## src/hdl/egof_div.sv

```systemverilog
module egof_div #(
	parameter int NUMW = 49,
	parameter int DENW = 25
) (
	input  logic            clk,
	input  logic            arst_n,
	input  logic            start,
	input  logic [NUMW-1:0] num,
	input  logic [DENW-1:0] den,
	output logic            done,
	output logic [NUMW-1:0] quot
);

	localparam int CNTW = $clog2(NUMW);

	logic            busy_q;
	logic            done_q;
	logic [CNTW-1:0] cnt_q;
	logic [NUMW-1:0] work_q;
	logic [DENW-1:0] rem_q;
	logic [DENW-1:0] den_q;

	logic [DENW:0]   part;
	logic [DENW:0]   diff;
	logic            ge;
	logic [DENW-1:0] rem_n;

	// One quotient bit per cycle, restoring form.
	always_comb begin
		part  = {rem_q, work_q[NUMW-1]};
		diff  = part - {1'b0, den_q};
		ge    = part >= {1'b0, den_q};
		rem_n = ge ? diff[DENW-1:0] : part[DENW-1:0];
	end

	always_ff @(posedge clk or negedge arst_n) begin
		if (!arst_n) begin
			busy_q <= 1'b0;
			done_q <= 1'b0;
			cnt_q  <= '0;
		end else begin
			done_q <= 1'b0;
			if (start) begin
				busy_q <= 1'b1;
				cnt_q  <= '0;
			end else if (busy_q) begin
				cnt_q <= cnt_q + 1'b1;
				if (cnt_q == CNTW'(NUMW - 1)) begin
					busy_q <= 1'b0;
					done_q <= 1'b1;
				end
			end
		end
	end

	always_ff @(posedge clk) begin
		if (start) begin
			work_q <= num;
			rem_q  <= '0;
			den_q  <= den;
		end else if (busy_q) begin
			work_q <= {work_q[NUMW-2:0], ge};
			rem_q  <= rem_n;
		end
	end

	assign done = done_q;
	assign quot = work_q;

endmodule

```

## config.mk

```make
export PLATFORM = sky130hd
export DESIGN_NAME = egof_div
export DESIGN_NICKNAME = d
export VERILOG_FILES = /design/src/hdl/egof_div.sv
export SDC_FILE = /design/constraint.sdc
export NUM_CORES = 1
export LEC_CHECK = 0
export BUFFER_PORTS_ARGS = -buffer_cell sky130_fd_sc_hd__buf_2
export CORE_MARGIN = 3
export CORE_UTILIZATION = 40
export CTS_BUF_LIST = sky130_fd_sc_hd__clkbuf_8
export CTS_CLUSTER_SIZE = 40
export DETAILED_ROUTE_END_ITERATION = 8
export MAX_ROUTING_LAYER = met4
export PLACE_DENSITY = 0.76
export SLEW_MARGIN = 15
export SYNTH_ARGS = -nofsm -noshare
export SYNTH_HDL_FRONTEND = slang
export SYNTH_SLANG_ARGS = --single-unit
```

## constraint.sdc

```tcl
create_clock -name clk -period 2.6 [get_ports clk]
set_input_delay 0.13 -clock clk [delete_from_list [all_inputs] [get_ports clk]]
set_output_delay 0.13 -clock clk [all_outputs]
set_load 0.01 [all_outputs]
```

==> results.sh <==
export IMPL_postSynthCellCount=487
export IMPL_synth_edf_count=74
export IMPL_synth_top_area_frac=0.391
export IMPL_reg2reg_to="rem_q[13]"
export IMPL_worst_pin_slew_ns=0.560
export IMPL_htree_levels=3
export IMPL_die_x_um=125
export IMPL_start_util=0.419
export IMPL_outcome="finished, violations left"
export IMPL_yosysTopAreaCell="edfxtp_1"
export IMPL_drt_iter0_drc=217
export IMPL_reg2reg_depth=13
export IMPL_vias=4509
export IMPL_synth_most_common_cell="edfxtp_1"
export IMPL_fmax_ghz=0.359
export IMPL_ys_ff_latch=107
export IMPL_rows=42
export IMPL_synthTopCellsByArea="edfxtp_1 39%, mux2_2 10%, dfxtp_1 8.8%"
export IMPL_area_growth_pct=33.3
export IMPL_clockRootBuffer="clkbuf_8"
export IMPL_hold_end="quot[24]"
export IMPL_clk_latency_ns=0.39
export IMPL_required_ns=2.88
export IMPL_cts_buffers=9
export IMPL_grt_pass1_wl_mm=22.4
export IMPL_avgSynthCellArea_um2=11.7
export IMPL_antenna_found_initial=0
export IMPL_power_switching_w=0.00243
export IMPL_crit_type="reg2reg"
export IMPL_cts_sinks=107
export IMPL_finalSetupViolCount=25
export IMPL_firstDrtPassIters=4
export IMPL_totalPowerFinal_w=0.00683
export IMPL_postRouteAntennaNets=0
export IMPL_syn_area_um2=5680
export IMPL_fin_skew_ns=0.0175
export IMPL_cap_violations=0
export IMPL_setup_tns_ns=-3.07
export IMPL_hpwl_mm=9.74
export IMPL_detail_route_wl_per_cell_um=15.4
export IMPL_fp_dieH_um=125
export IMPL_dieArea_um2=15700
export IMPL_grt_overflow=0
export IMPL_comb_power_share=0.510
export IMPL_finalCriticalPeriod_ns=2.79
export IMPL_p_leak_nw=3.45
export IMPL_finalHoldViolCount=0
export IMPL_wl_mm=13.5
export IMPL_globalplace_congestion=0.892
export IMPL_core_um2=13600
export IMPL_rr_startpoint="quot[48]"
export IMPL_synthArstFlopShare=0.0748
export IMPL_ys_flop_type="edfxtp_1"
export IMPL_drc=0
export IMPL_power_internal_w=0.00439
export IMPL_grt_use_total=0.181
export IMPL_crit_arrival_ns=3.07
export IMPL_hold_depth=2
export IMPL_synthDistinctLibCells=59
export IMPL_hold_path_startpoint="num[24]"
export IMPL_p_clk_frac=0.143
export IMPL_synthTopCellsByCount="74 x edfxtp_1, 53 x nor2_1, 51 x mux2_2"
export IMPL_grt_pass1_vias=4559
export IMPL_clockBufferDepth=2
export IMPL_viasPerCell=5.16
export IMPL_fin_ws_ns=-0.189
export IMPL_hold_path_class="in2reg"
export IMPL_cts_tree="built"
export IMPL_port_buffers=126
export IMPL_p_seq_frac=0.348
export IMPL_cp_start_kind="flip-flop"
export IMPL_ios=127
export IMPL_slew_violations=0
export IMPL_drive_gt1_frac=0.401
export IMPL_cp_end_kind="flip-flop"
export IMPL_n_antenna_cell=0
export IMPL_violations="negative setup slack"
export IMPL_switching_share=0.357
export IMPL_grt_max_degree=50
export IMPL_fin_crit_sh=1.07
export IMPL_clk_pin_slew_ns=0.11
export IMPL_slew_headroom=0.627
export IMPL_nets=798
export IMPL_r2r_slack_ns=-0.19
export IMPL_stdcell_area_um2=7570
export IMPL_crit_fanout=7
export IMPL_ir_worst_vdd_mv=0.471
export IMPL_ys_seq_area_frac=0.515
export IMPL_rsz0062_at_grt="true"
export IMPL_powerDensity_nw_per_um2=902
export IMPL_yosys_warnings=0
export IMPL_placed_area_um2=6900
export IMPL_synth_fp_nets=592
-- cells by family (layout without fill, tap and decap cells) --
group                      count (synthesis)  after routing  synth area share
DFF                                      107            107             0.515
buffers and inverters                     55            266            0.0388
and+or+nand+nor                          104            104            0.0908
adders and majority gates                 28             28            0.0630
AOI/OAI and AO/OA                        106            106             0.132
muxes                                     67             67             0.129
xor gates and xnor gates                  20             20            0.0309
-- power groups by stage --
stage	Clock (W)	Combinational, W	Sequential [W]
final	0.000974	0.00348	0.00237
after detailed placement	0	0.00295	0.00239
after floorplan	0	0.00191	0.00238
after global placement	0	0.00289	0.00238
after CTS	0.00102	0.00337	0.00236
after global routing	0.00107	0.00380	0.00241
-- stage by stage --
stage | instances | setup slack (ns) | utilization | hold WS (ns)
finish | 874 | -0.189 | 0.558 | 0.0324
global route | 874 | -0.383 | 0.558 | 0.00245
CTS | 873 | -0.186 | 0.554 | 0.00807
detailed placement | 821 | -0.251 | 0.509 | -0.0191
global placement | 821 | -0.143 | 0.509 | -0.0209
floorplan | 487 | -0.225 | - | -0.166
-- repair_timing --
item	CTS	global route
cloned	1	0
hold buffers	26	0
buffers inserted	9	1
pin swaps	25	11
endpoints found under the hold margin	33	0
setup endpoints to repair	26	26
resized for setup	18	9
-- worst max-delay path: stages, from the launching register on --
cell,delay (ns)
edfxtp_1,0.41
inv_1,0.07
ha_2,0.17
inv_2,0.04
fa_2,0.36
a211o_1,0.29
a211oi_2,0.23
o211a_1,0.19
nor3_2,0.06
nor3_4,0.17
buf_6,0.17
mux2_4,0.29
mux2i_1,0.15
nor2_1,0.06
-- cells in the final DEF (no fill, tap or decap), types with 5 or more instances in the layout --
master / netlist / layout
o21a_1: 6 / 6
buf_6: 1 / 9
edfxtp_1: 74 / 74
buf_4: 1 / 51
and3_1: 5 / 5
inv_1: 35 / 34
ha_1: 27 / 25
mux2_2: 51 / 49
nor2_1: 53 / 53
clkbuf_8: 0 / 9
a21o_1: 13 / 13
o21bai_1: 5 / 5
buf_2: 2 / 125
xor2_1: 10 / 9
dfrtp_1: 8 / 8
mux2i_1: 16 / 14
nand2_1: 11 / 11
nand4_1: 8 / 8
a21oi_1: 26 / 25
dlygate4sd3_1: 0 / 26
a211oi_1: 26 / 23
dfxtp_1: 25 / 25
xnor2_1: 10 / 9
-- how the worst max path moves through the flow --
stage / depth (start not counted) / slack, ns / from / end
finish: 13 / -0.19 / quot[48] / rem_q[13]
CTS: 13 / -0.19 / quot[48] / rem_q[13]
global route: 13 / -0.38 / quot[48] / rem_q[22]
global placement: 13 / -0.14 / quot[48] / rem_q[13]
floorplan: 13 / -0.22 / quot[48] / rem_q[13]
detailed placement: 13 / -0.25 / quot[48] / rem_q[13]
-- metal layers --
layer / vias up / GRT usage / share of wire
li1: 2226 / - / -
met1: 2127 / 0.226 / 0.45
met3: 13 / 0.0473 / 0.064
met4: 0 / 0.0517 / 0.013
met5: - / - / 0
met2: 143 / 0.293 / 0.47
-- state kept, by name (all words and copies together) (netlist names) --
register and cells:
busy_q 1, cnt_q 6, den_q 25, done 1
quot 49, rem_q 25
-- area by class of cell --
| class | instances | area, um2 |
|---|---|---|
| clock buffer | 9 | 124 |
| clock inverter | 7 | 52.6 |
| fill | 1118 | 5990 |
| inverter | 35 | 131 |
| multi-input combinational | 325 | 2660 |
| sequential | 107 | 2920 |
| tap | 176 | 220 |
| timing repair buffer | 215 | 1460 |
(Power assumes the default switching activity.)
